## src/rtl/srsr_pkg.sv

```systemverilog
// Shared types, constants and the square-root step for the row span rasterizer.
package srsr_pkg;

    localparam int MAX_CANVAS_DIM = 4096;
    localparam int CoordW = 12;
    localparam int DimW   = 13;
    localparam int EndW   = 14;

    // Canvas size limit: the smaller of the configured maximum and the span field range.
    localparam logic [DimW-1:0] DIM_LIMIT =
        (MAX_CANVAS_DIM > 4096) ? 13'd4096 : DimW'(MAX_CANVAS_DIM);
    localparam logic [DimW-1:0] DIM_RESET = 13'd4096;

    typedef enum logic [1:0] {
        OP_RECT_FILL,
        OP_RECT_LINE,
        OP_CIRC_FILL,
        OP_CIRC_LINE
    } op_t;

    typedef enum logic {
        CFG_WIDTH,
        CFG_HEIGHT
    } cfg_idx_t;

    // How the final stage builds the spans of one request.
    typedef enum logic [1:0] {
        KIND_NONE,
        KIND_PRESET,
        KIND_CIRCLE
    } kind_t;

    typedef logic signed [EndW-1:0] end_t;

    // Up to two unclipped spans.
    typedef struct packed {
        logic en0;
        end_t lo0;
        end_t hi0;
        logic en1;
        end_t lo1;
        end_t hi1;
    } pair_t;

    // Request context carried down the pipeline.
    typedef struct packed {
        kind_t             kind;
        logic              split;
        logic [CoordW-1:0] ax;
        logic [DimW-1:0]   w;
        pair_t             preset;
    } ctx_t;

    // Partial square root: remainder and root bits found so far.
    typedef struct packed {
        logic [23:0]       rem;
        logic [CoordW-1:0] root;
    } root_t;

    // One digit of a restoring square root, deciding root bit k.
    function automatic root_t sqrt_step(root_t s, int k);
        logic [23:0] t;
        root_t o;
        t = (24'(s.root) << (k + 1)) | (24'd1 << (2 * k));
        o = s;
        if (s.rem >= t)
        begin
            o.rem  = s.rem - t;
            o.root = s.root | (12'd1 << k);
        end
        return o;
    endfunction

endpackage

```

## src/rtl/srsr_front.sv

```systemverilog
// Front stages: request decode, rectangle and degenerate spans, squares and differences.
module srsr_front
    import srsr_pkg::*;
(
    input  logic              clk,
    input  logic              rst_n,
    input  logic              adv,
    input  logic              take,
    input  logic [1:0]        operation,
    input  logic [CoordW-1:0] first_x,
    input  logic [CoordW-1:0] first_y,
    input  logic [CoordW-1:0] second_x,
    input  logic [CoordW-1:0] second_y,
    input  logic [CoordW-1:0] stroke,
    input  logic [CoordW-1:0] row,
    input  logic [DimW-1:0]   canvas_width,
    input  logic [DimW-1:0]   canvas_height,
    output logic              front_valid,
    output ctx_t              front_ctx,
    output root_t             front_a,
    output root_t             front_b
);

    typedef struct packed {
        op_t               op;
        logic [CoordW-1:0] ax;
        logic [CoordW-1:0] ay;
        logic [CoordW-1:0] row;
        logic [CoordW-1:0] sw;
        logic [CoordW-1:0] x0;
        logic [CoordW-1:0] x1;
        logic [CoordW-1:0] y0;
        logic [CoordW-1:0] y1;
        logic [CoordW-1:0] r;
        logic [CoordW-1:0] dy;
        logic [DimW-1:0]   w;
        logic              rowok;
    } dec_t;

    typedef struct packed {
        ctx_t        ctx;
        logic        line;
        logic [23:0] r2;
        logic [23:0] dy2;
        logic [23:0] in2;
    } sq_t;

    logic  s1_valid_reg, s2_valid_reg, s3_valid_reg;
    dec_t  s1_reg, s1_next;
    sq_t   s2_reg, s2_next;
    ctx_t  s3_ctx_reg, s3_ctx_next;
    logic [23:0] s3_ma_reg, s3_ma_next, s3_mb_reg, s3_mb_next;

    logic [CoordW-1:0] rx, ry;
    logic [DimW-1:0]   h_lim;

    logic [DimW-1:0] rw, rh;
    logic            fill, inrow, solid, merge;
    end_t            le, rs, so, eo, ay_e, row_e, ax_e, sw_e;
    end_t            inner_s;
    logic [CoordW-1:0] inner;
    pair_t           pre;

    // Stage one: ordering, distances, stroke and canvas limits.
    always_comb
    begin
        s1_next.op  = op_t'(operation);
        s1_next.ax  = first_x;
        s1_next.ay  = first_y;
        s1_next.row = row;
        s1_next.sw  = (stroke == '0) ? 12'd1 : stroke;
        s1_next.x0  = (first_x < second_x) ? first_x : second_x;
        s1_next.x1  = (first_x < second_x) ? second_x : first_x;
        s1_next.y0  = (first_y < second_y) ? first_y : second_y;
        s1_next.y1  = (first_y < second_y) ? second_y : first_y;
        rx = (first_x >= second_x) ? first_x - second_x : second_x - first_x;
        ry = (first_y >= second_y) ? first_y - second_y : second_y - first_y;
        s1_next.r   = (rx > ry) ? rx : ry;
        s1_next.dy  = (row >= first_y) ? row - first_y : first_y - row;
        s1_next.w   = (canvas_width > DIM_LIMIT) ? DIM_LIMIT : canvas_width;
        h_lim       = (canvas_height > DIM_LIMIT) ? DIM_LIMIT : canvas_height;
        s1_next.rowok = ({1'b0, row} < h_lim) && (s1_next.w != '0);
    end

    // Stage two: rectangle and zero-radius spans, and the three squares.
    always_comb
    begin
        ax_e  = end_t'({2'b00, s1_reg.ax});
        ay_e  = end_t'({2'b00, s1_reg.ay});
        row_e = end_t'({2'b00, s1_reg.row});
        sw_e  = end_t'({2'b00, s1_reg.sw});

        rw = {1'b0, s1_reg.x1} - {1'b0, s1_reg.x0} + 13'd1;
        rh = {1'b0, s1_reg.y1} - {1'b0, s1_reg.y0} + 13'd1;
        fill = (s1_reg.op == OP_RECT_FILL) || ({1'b0, s1_reg.sw} >= rw)
            || ({1'b0, s1_reg.sw} >= rh);
        inrow = (s1_reg.row >= s1_reg.y0) && (s1_reg.row <= s1_reg.y1);
        solid = fill || ((s1_reg.row - s1_reg.y0) < s1_reg.sw)
            || ((s1_reg.y1 - s1_reg.row) < s1_reg.sw);
        le = end_t'({2'b00, s1_reg.x0}) + sw_e - 14'sd1;
        rs = end_t'({2'b00, s1_reg.x1}) - sw_e + 14'sd1;
        merge = rs <= le + 14'sd1;

        // A zero-radius outline is a square stamp of side stroke.
        so = -end_t'({3'b000, s1_reg.sw[CoordW-1:1]});
        eo = so + sw_e - 14'sd1;

        pre = '0;
        s2_next.ctx.kind = KIND_NONE;
        if (s1_reg.rowok)
        begin
            if (s1_reg.op == OP_RECT_FILL || s1_reg.op == OP_RECT_LINE)
            begin
                s2_next.ctx.kind = KIND_PRESET;
                if (inrow)
                begin
                    pre.en0 = 1'b1;
                    pre.lo0 = end_t'({2'b00, s1_reg.x0});
                    pre.hi0 = end_t'({2'b00, s1_reg.x1});
                    if (!solid && !merge)
                    begin
                        pre.hi0 = le;
                        pre.en1 = 1'b1;
                        pre.lo1 = rs;
                        pre.hi1 = end_t'({2'b00, s1_reg.x1});
                    end
                end
            end
            else if (s1_reg.r == '0)
            begin
                s2_next.ctx.kind = KIND_PRESET;
                if (s1_reg.op == OP_CIRC_FILL)
                begin
                    if (s1_reg.row == s1_reg.ay)
                    begin
                        pre.en0 = 1'b1;
                        pre.lo0 = ax_e;
                        pre.hi0 = ax_e;
                    end
                end
                else if (row_e >= ay_e + so && row_e <= ay_e + eo)
                begin
                    pre.en0 = 1'b1;
                    pre.lo0 = ax_e + so;
                    pre.hi0 = ax_e + eo;
                end
            end
            else if (s1_reg.dy <= s1_reg.r)
            begin
                s2_next.ctx.kind = KIND_CIRCLE;
            end
        end

        inner_s = end_t'({2'b00, s1_reg.r}) - sw_e + 14'sd1;
        inner   = (inner_s < 0) ? '0 : inner_s[CoordW-1:0];

        s2_next.ctx.split  = 1'b0;
        s2_next.ctx.ax     = s1_reg.ax;
        s2_next.ctx.w      = s1_reg.w;
        s2_next.ctx.preset = pre;
        s2_next.line = (s1_reg.op == OP_CIRC_LINE);
        s2_next.r2   = {12'd0, s1_reg.r} * {12'd0, s1_reg.r};
        s2_next.dy2  = {12'd0, s1_reg.dy} * {12'd0, s1_reg.dy};
        s2_next.in2  = {12'd0, inner} * {12'd0, inner};
    end

    // Stage three: radicands of the outer and inner half widths.
    always_comb
    begin
        s3_ctx_next       = s2_reg.ctx;
        s3_ctx_next.split = s2_reg.line && (s2_reg.in2 > s2_reg.dy2);
        s3_ma_next        = s2_reg.r2 - s2_reg.dy2;
        s3_mb_next        = s2_reg.in2 - s2_reg.dy2;
    end

    // Valid bits of the three stages.
    always_ff @(posedge clk or negedge rst_n)
    begin
        if (!rst_n)
        begin
            s1_valid_reg <= 1'b0;
            s2_valid_reg <= 1'b0;
            s3_valid_reg <= 1'b0;
        end
        else if (adv)
        begin
            s1_valid_reg <= take;
            s2_valid_reg <= s1_valid_reg;
            s3_valid_reg <= s2_valid_reg;
        end
    end

    // Stage payloads.
    always_ff @(posedge clk)
    begin
        if (adv)
        begin
            s1_reg     <= s1_next;
            s2_reg     <= s2_next;
            s3_ctx_reg <= s3_ctx_next;
            s3_ma_reg  <= s3_ma_next;
            s3_mb_reg  <= s3_mb_next;
        end
    end

    assign front_valid = s3_valid_reg;
    assign front_ctx   = s3_ctx_reg;
    assign front_a     = '{rem: s3_ma_reg, root: '0};
    assign front_b     = '{rem: s3_mb_reg, root: '0};

endmodule

```

## src/rtl/srsr_root.sv

```systemverilog
// Four-stage pipelined square root, three root bits per stage, for both radicands.
module srsr_root
    import srsr_pkg::*;
(
    input  logic  clk,
    input  logic  rst_n,
    input  logic  adv,
    input  logic  in_valid,
    input  ctx_t  in_ctx,
    input  root_t in_a,
    input  root_t in_b,
    output logic  out_valid,
    output ctx_t  out_ctx,
    output root_t out_a,
    output root_t out_b
);

    localparam int Stages = 4;
    localparam int StepsPerStage = 3;

    logic  vld_reg [Stages];
    ctx_t  ctx_reg [Stages];
    root_t a_reg   [Stages];
    root_t b_reg   [Stages];

    for (genvar j = 0; j < Stages; j++)
    begin : g_stage
        logic  vld_prev;
        ctx_t  ctx_prev;
        root_t a_prev, b_prev, a_next, b_next;

        if (j == 0)
        begin : g_first
            assign vld_prev = in_valid;
            assign ctx_prev = in_ctx;
            assign a_prev   = in_a;
            assign b_prev   = in_b;
        end
        else
        begin : g_rest
            assign vld_prev = vld_reg[j-1];
            assign ctx_prev = ctx_reg[j-1];
            assign a_prev   = a_reg[j-1];
            assign b_prev   = b_reg[j-1];
        end

        // Three root digits, highest first.
        always_comb
        begin
            a_next = a_prev;
            b_next = b_prev;
            for (int i = 0; i < StepsPerStage; i++)
            begin
                a_next = sqrt_step(a_next, CoordW - 1 - StepsPerStage * j - i);
                b_next = sqrt_step(b_next, CoordW - 1 - StepsPerStage * j - i);
            end
        end

        always_ff @(posedge clk or negedge rst_n)
        begin
            if (!rst_n)
            begin
                vld_reg[j] <= 1'b0;
            end
            else if (adv)
            begin
                vld_reg[j] <= vld_prev;
            end
        end

        always_ff @(posedge clk)
        begin
            if (adv)
            begin
                ctx_reg[j] <= ctx_prev;
                a_reg[j]   <= a_next;
                b_reg[j]   <= b_next;
            end
        end
    end

    assign out_valid = vld_reg[Stages-1];
    assign out_ctx   = ctx_reg[Stages-1];
    assign out_a     = a_reg[Stages-1];
    assign out_b     = b_reg[Stages-1];

endmodule

```

## src/rtl/srsr_emit.sv

```systemverilog
// Final stage: circle spans, clipping, packing and the one-result-per-cycle output.
module srsr_emit
    import srsr_pkg::*;
(
    input  logic              clk,
    input  logic              rst_n,
    input  logic              in_valid,
    input  ctx_t              in_ctx,
    input  root_t             in_a,
    input  root_t             in_b,
    output logic              adv,
    output logic              strobe,
    output logic              span_valid,
    output logic [CoordW-1:0] span_start,
    output logic [CoordW-1:0] span_end,
    output logic              last
);

    pair_t             cand;
    end_t              ax_e, a_e, b_e, wm1, lo0_c, hi0_c, lo1_c, hi1_c;
    logic [CoordW:0]   b_ceil;
    logic              keep0, keep1;

    logic              s8_valid_reg;
    logic [1:0]        cnt_reg, cnt_next;
    logic [CoordW-1:0] lo0_reg, lo0_next, hi0_reg, hi0_next;
    logic [CoordW-1:0] lo1_reg, lo1_next, hi1_reg, hi1_next;

    logic              phase_reg, phase_next;
    logic              strobe_reg, strobe_next;
    logic              span_valid_reg, span_valid_next;
    logic [CoordW-1:0] span_start_reg, span_start_next;
    logic [CoordW-1:0] span_end_reg, span_end_next;
    logic              last_reg, last_next;

    // Candidate spans, then clipping to the canvas and packing left to right.
    always_comb
    begin
        ax_e   = end_t'({2'b00, in_ctx.ax});
        a_e    = end_t'({2'b00, in_a.root});
        b_ceil = {1'b0, in_b.root} + {{CoordW{1'b0}}, (in_b.rem != '0)};
        b_e    = end_t'({1'b0, b_ceil});

        cand = '0;
        case (in_ctx.kind)
            KIND_PRESET:
            begin
                cand = in_ctx.preset;
            end
            KIND_CIRCLE:
            begin
                if (!in_ctx.split)
                begin
                    cand.en0 = 1'b1;
                    cand.lo0 = ax_e - a_e;
                    cand.hi0 = ax_e + a_e;
                end
                else if (b_e <= a_e)
                begin
                    cand.en0 = 1'b1;
                    cand.lo0 = ax_e - a_e;
                    cand.hi0 = ax_e - b_e;
                    cand.en1 = 1'b1;
                    cand.lo1 = ax_e + b_e;
                    cand.hi1 = ax_e + a_e;
                end
            end
            default:
            begin
                cand = '0;
            end
        endcase

        wm1   = end_t'({1'b0, in_ctx.w}) - 14'sd1;
        lo0_c = (cand.lo0 < 0) ? '0 : cand.lo0;
        hi0_c = (cand.hi0 > wm1) ? wm1 : cand.hi0;
        lo1_c = (cand.lo1 < 0) ? '0 : cand.lo1;
        hi1_c = (cand.hi1 > wm1) ? wm1 : cand.hi1;
        keep0 = cand.en0 && (lo0_c <= hi0_c);
        keep1 = cand.en1 && (lo1_c <= hi1_c);

        cnt_next = {1'b0, keep0} + {1'b0, keep1};
        lo0_next = keep0 ? lo0_c[CoordW-1:0] : lo1_c[CoordW-1:0];
        hi0_next = keep0 ? hi0_c[CoordW-1:0] : hi1_c[CoordW-1:0];
        lo1_next = lo1_c[CoordW-1:0];
        hi1_next = hi1_c[CoordW-1:0];
    end

    // The pipeline holds while the first of two spans goes out.
    assign adv = !(s8_valid_reg && (cnt_reg == 2'd2) && !phase_reg);

    // Result selection: one transfer per cycle.
    always_comb
    begin
        phase_next      = 1'b0;
        strobe_next     = 1'b0;
        span_valid_next = 1'b0;
        span_start_next = '0;
        span_end_next   = '0;
        last_next       = 1'b1;
        if (s8_valid_reg)
        begin
            strobe_next = 1'b1;
            if (phase_reg)
            begin
                span_valid_next = 1'b1;
                span_start_next = lo1_reg;
                span_end_next   = hi1_reg;
            end
            else if (cnt_reg != 2'd0)
            begin
                span_valid_next = 1'b1;
                span_start_next = lo0_reg;
                span_end_next   = hi0_reg;
                if (cnt_reg == 2'd2)
                begin
                    last_next  = 1'b0;
                    phase_next = 1'b1;
                end
            end
        end
    end

    always_ff @(posedge clk or negedge rst_n)
    begin
        if (!rst_n)
        begin
            s8_valid_reg <= 1'b0;
            phase_reg    <= 1'b0;
            strobe_reg   <= 1'b0;
        end
        else
        begin
            if (adv)
            begin
                s8_valid_reg <= in_valid;
            end
            phase_reg  <= phase_next;
            strobe_reg <= strobe_next;
        end
    end

    always_ff @(posedge clk)
    begin
        if (adv)
        begin
            cnt_reg <= cnt_next;
            lo0_reg <= lo0_next;
            hi0_reg <= hi0_next;
            lo1_reg <= lo1_next;
            hi1_reg <= hi1_next;
        end
        span_valid_reg <= span_valid_next;
        span_start_reg <= span_start_next;
        span_end_reg   <= span_end_next;
        last_reg       <= last_next;
    end

    assign strobe     = strobe_reg;
    assign span_valid = span_valid_reg;
    assign span_start = span_start_reg;
    assign span_end   = span_end_reg;
    assign last       = last_reg;

endmodule

```

## src/rtl/shape_row_span_rasterizer_core.sv

```systemverilog
// Path of a request: front stages, square-root stages, final stage, then the output registers.
// Throughput: one request per cycle while busy is low; a request with two spans sends them
// in turn on the single result channel, and busy is high for one cycle before its first span.
// The receiver cannot stall; each result is shown for one cycle with strobe.
// Reset clears the stage valid bits and strobe and sets both canvas dimensions to 4096.
module shape_row_span_rasterizer_core
    import srsr_pkg::*;
(
    input  logic              clk,
    input  logic              rst_n,
    input  logic              start,
    output logic              busy,
    input  logic              cfg_we,
    input  logic              cfg_index,
    input  logic [DimW-1:0]   cfg_data,
    input  logic [1:0]        operation,
    input  logic [CoordW-1:0] first_x,
    input  logic [CoordW-1:0] first_y,
    input  logic [CoordW-1:0] second_x,
    input  logic [CoordW-1:0] second_y,
    input  logic [CoordW-1:0] stroke,
    input  logic [CoordW-1:0] row,
    output logic              strobe,
    output logic              span_valid,
    output logic [CoordW-1:0] span_start,
    output logic [CoordW-1:0] span_end,
    output logic              last
);

    logic [DimW-1:0] width_reg, height_reg;
    logic            adv;
    logic            front_valid, root_valid;
    ctx_t            front_ctx, root_ctx;
    root_t           front_a, front_b, root_a, root_b;

    // Configuration registers.
    always_ff @(posedge clk or negedge rst_n)
    begin
        if (!rst_n)
        begin
            width_reg  <= DIM_RESET;
            height_reg <= DIM_RESET;
        end
        else if (cfg_we)
        begin
            case (cfg_idx_t'(cfg_index))
                CFG_WIDTH:  width_reg  <= cfg_data;
                CFG_HEIGHT: height_reg <= cfg_data;
                default:    width_reg  <= width_reg;
            endcase
        end
    end

    assign busy = !adv;

    srsr_front u_front (
        .clk           (clk),
        .rst_n         (rst_n),
        .adv           (adv),
        .take          (start),
        .operation     (operation),
        .first_x       (first_x),
        .first_y       (first_y),
        .second_x      (second_x),
        .second_y      (second_y),
        .stroke        (stroke),
        .row           (row),
        .canvas_width  (width_reg),
        .canvas_height (height_reg),
        .front_valid   (front_valid),
        .front_ctx     (front_ctx),
        .front_a       (front_a),
        .front_b       (front_b)
    );

    srsr_root u_root (
        .clk       (clk),
        .rst_n     (rst_n),
        .adv       (adv),
        .in_valid  (front_valid),
        .in_ctx    (front_ctx),
        .in_a      (front_a),
        .in_b      (front_b),
        .out_valid (root_valid),
        .out_ctx   (root_ctx),
        .out_a     (root_a),
        .out_b     (root_b)
    );

    srsr_emit u_emit (
        .clk        (clk),
        .rst_n      (rst_n),
        .in_valid   (root_valid),
        .in_ctx     (root_ctx),
        .in_a       (root_a),
        .in_b       (root_b),
        .adv        (adv),
        .strobe     (strobe),
        .span_valid (span_valid),
        .span_start (span_start),
        .span_end   (span_end),
        .last       (last)
    );

endmodule

```

## config.mk

```make
export PLATFORM = sky130hd
export DESIGN_NAME = shape_row_span_rasterizer_core
export DESIGN_NICKNAME = d
export VERILOG_FILES = /design/src/rtl/srsr_pkg.sv /design/src/rtl/srsr_front.sv /design/src/rtl/srsr_root.sv /design/src/rtl/srsr_emit.sv /design/src/rtl/shape_row_span_rasterizer_core.sv
export SDC_FILE = /design/constraint.sdc
export NUM_CORES = 2
export LEC_CHECK = 0
export ABC_CLOCK_PERIOD_IN_PS = 61500
export BUFFER_PORTS_ARGS = -buffer_cell sky130_fd_sc_hd__buf_2
export CORE_ASPECT_RATIO = 0.9
export CORE_MARGIN = 1
export CORE_UTILIZATION = 42
export DETAILED_ROUTE_END_ITERATION = 6
export PLACE_DENSITY = 0.63
export SETUP_SLACK_MARGIN = 0.3
export SLEW_MARGIN = 10
export SYNTH_ARGS = -nofsm -noshare
export SYNTH_HDL_FRONTEND = slang
export SYNTH_SLANG_ARGS = --single-unit
```

## constraint.sdc

```tcl
create_clock -name clk -period 61.5 [get_ports clk]
set_input_delay 3.075 -clock clk [delete_from_list [all_inputs] [get_ports clk]]
set_output_delay 3.075 -clock clk [all_outputs]
set_load 0.02 [all_outputs]
```

==> key figures <==
Worst setup path
  • Reg2reg end: u_front.s2_reg[22]
  • Crit path buf inv count: 7
  • Critical Path Source Type: register
  • CP startpoint: u_front.s1_reg[26]
  • Critical path depth: 40
  • Crit-path max FO: 16
  • Setup crit end kind: register
  • Reg2reg setup slack: 50970 ps
  • Worst r2r src: u_front.s1_reg[26]
  • Max stage delay on crit path: 540 ps
  • CP max-delay cell: or4_1
  • R2R cell count: 40
  • Worst EP required: between 60000 and 70000 ps
  • Top delay family on crit path: compound AO/OA/AOI/OAI gates
  • CP arrival: about 11000 ps
  • Crit path top cell by count: inv_1
  • Setup CP Type: reg2reg
  • CP endpoint: u_front.s2_reg[22]

Logic synthesis
  • Synth Area in Compound Gates: 0.123
  • Mean post-synth cell area: about 11 sq um
  • Post-Synth XOR/XNOR Area: 0.0610
  • Post-synthesis sequential area ratio: 0.414
  • Ys flop type: edfxtp_1
  • Post-synthesis async set-or-reset flop share: 0.0328
  • Largest family of logic cells by synthesized area: adder cells
  • Synth warn: 0
  • Post-synthesis adder-cell area fraction: 0.210
  • Post-Synth Simple-Gate Area: 0.118
  • Top-area cell type share of the netlist area: 0.395
  • Library cells used by synthesis: around 110
  • Post-synth EDFFs: about 1.0k
  • Top post-synthesis cells by area: edfxtp_1 40%, ha_1 14%, fa_1 6.5%, inv_1 4.2%, xnor2_1 4.0%
  • Syn nets: roughly 8.7k
  • Mapped cell area: 0.0786 sq mm
  • Post-synth top area cell: edfxtp_1
  • Synth Register Bits: between 1k and 1.5k
  • Synthesized instance count: around 7.4k
  • Post-synthesis mux area share: 0.0254

STA
  • Final setup viols: 0
  • Unrepaired setup endpoints after global routing: no
  • Pins Over Slew Limit: 0
  • Clock Skew: about 67 ps
  • Crit path time final: between 10000 and 15000 ps
  • Setup TNS Final: 0 ps
  • Final count of hold timing violations: 0
  • Setup WS post-layout: ~50000 ps
  • Final period utilization: 0.171
  • Fmax: around 95 MHz
  • Worst slew pin tran: between 1000 and 1500 ps
  • Rel. slew slack: 0.206

Cells and area
  • Final Non-Filler Cells: a little over 10k
  • Layout Nets: approximately 8.8k
  • Synth-to-layout area growth: 9.04%
  • Filler cells: between 15k and 20k
  • Max reg flops: between 300 and 400
  • Commonest non-fill, non-tap cell in the layout: edfxtp_1
  • Final core occ: 0.461
  • Share of cells above drive strength 1: 0.0644
  • Most frequent cells in the layout: 1035 x edfxtp_1, 905 x ha_1, 881 x inv_1

Min path
  • Hold Path Stages: 0
  • Hold Path Class: reg2reg

CTS
  • Inserted Clock Buffers: approximately 110
  • Clk Latency, worst-skew pair: 770 ps
  • CTS resizes: 0
  • Clock root cell: clkbuf_16
  • Post-CTS setup buffers: 0
  • Total clock sinks: approximately 1.1k
  • Clock Path Buffers: 3
  • H-Tree Depth: 3
  • Hold-fix buffers, CTS: 0
  • CTS clock-pin slew for the worst setup and hold paths: about 60 ps
  • CTS tree: done

Floorplanning
  • Die H: approximately 400 microns
  • Initial Util: 0.423
  • Rows: 150
  • Core area: around 0.19 sq mm
  • Die Area: 0.189 sq mm
  • I/O Pins: 120
  • Die Span X: between 400 and 500 microns

Global route
  • Global-route usage over all layers: 0.216
  • Gr ovfl total: 0
  • Global-route wire length before repair: ~310000 microns
  • Initial antenna violation count: 11
  • Vias in the first global route: ~53k
  • Largest net degree at the start of global routing: just under 200

Routing
  • Routed length per instance: between 20 and 25 microns
  • DRC: 0
  • Final WL: about 210000 microns
  • Via Count: roughly 55k
  • Via/cell ratio: ~5.4
  • Initial DRC Count: 4720
  • Antenna Nets Post-Route: 0
  • Drt first pass iters: 6

Placed design
  • Placer Congestion: 0.962
  • IO Port Bufs: between 100 and 150
  • Cells after DPL: a little under 10k
  • Post-Place Setup Slack: roughly 50000 ps
  • Post-DP HPWL: 168000 microns

Outcome
  • Outcome: finished, final reports clean

Run
  • Max-cap viol count: 0
worst min-delay path by stage:
stage,startpoint,to,slack (ps)
final,u_front.front_ctx[81],u_root.ctx_reg[0][81],350
after global routing,u_front.front_ctx[81],u_root.ctx_reg[0][81],340
after CTS,u_front.front_ctx[81],u_root.ctx_reg[0][81],340
after detailed placement,u_front.s2_reg[89],u_front.front_ctx[16],400
after global placement,u_root.ctx_reg[1][19],u_root.ctx_reg[2][19],400
after floorplan,u_emit.s8_valid_reg,u_emit.strobe,400
cell families (layout without fill, tap and decap cells):
logic type / count (synthesis) / count (layout)
muxes: 189 / 189
adders and majority gates: 1162 / 1162
AOI/OAI and AO/OA: 1493 / 1493
DFF: 1097 / 1097
other: 0 / 3
buffers and inverters: 1037 / 1252
and+or+nand+nor: 1882 / 1882
xor gates and xnor gates: 547 / 547
metal layers:
metal | vias to the layer above | share of wire | routed length [microns] | global-route usage
met4 | 0 | 0.031 | 6380 | 0.0667
met1 | 26578 | 0.48 | 101000 | 0.315
met2 | 1408 | 0.44 | 91200 | 0.337
met3 | 278 | 0.048 | 10100 | 0.0249
li1 | 26486 | - | - | -
met5 | - | 0 | 0 | 0
worst reg2reg max path, delay by kind of cell, from the launching register on:
kind / cells / cell delay (ps)
compound gates: 16 / 3300
xor+xnor: 2 / 240
fa+ha+maj: 7 / 2930
buf+inv: 7 / 1050
flops: 1 / 470
simple gates: 8 / 2320
synthesized netlist by cell type, types with 15 or more instances:
library cell,number
xnor2_1,357
a31oi_1,28
nor4_1,67
or2_2,29
a21oi_1,411
or4_1,16
a211oi_1,29
fa_1,257
nand2b_1,64
nand3_1,96
a31o_2,15
or3_1,30
o21a_1,92
and2_1,100
o31ai_1,23
mux2i_1,116
dfrtp_1,34
a22oi_1,29
o32ai_1,16
xor2_1,190
ha_1,905
o31a_1,15
clkbuf_1,117
o21bai_1,67
a21o_1,193
o21ai_0,347
o22ai_1,17
nand2_1,493
dfxtp_1,26
edfxtp_1,1035
and3_1,64
a21boi_0,43
nor2b_1,93
nor2_1,549
nor3_1,115
mux2_2,66
nor3b_1,18
inv_1,881
nand4_1,68
o211ai_1,17
final cells by class:
class	count	area, sq um	share of cell area
timing repair buffer	148	855	0.00997
tap	2432	3040	0.0355
clock inverter	77	856	0.00999
clock buffer	129	2840	0.0332
sequential	1097	32500	0.379
antenna	3	7.51	0.0000876
inverter	898	3370	0.0394
multi-input combinational	5273	42200	0.493
through the flow:
step                hold WS [ps]  cell area [sq um]
floorplan                    395              78600
global placement             401              82000
detailed placement           405              82000
CTS                          343              85700
global route                 343              85700
finish                       352              85700
Power is not shown: default switching activity piles up to over one toggle a cycle in this logic, so the estimate is an artifact.
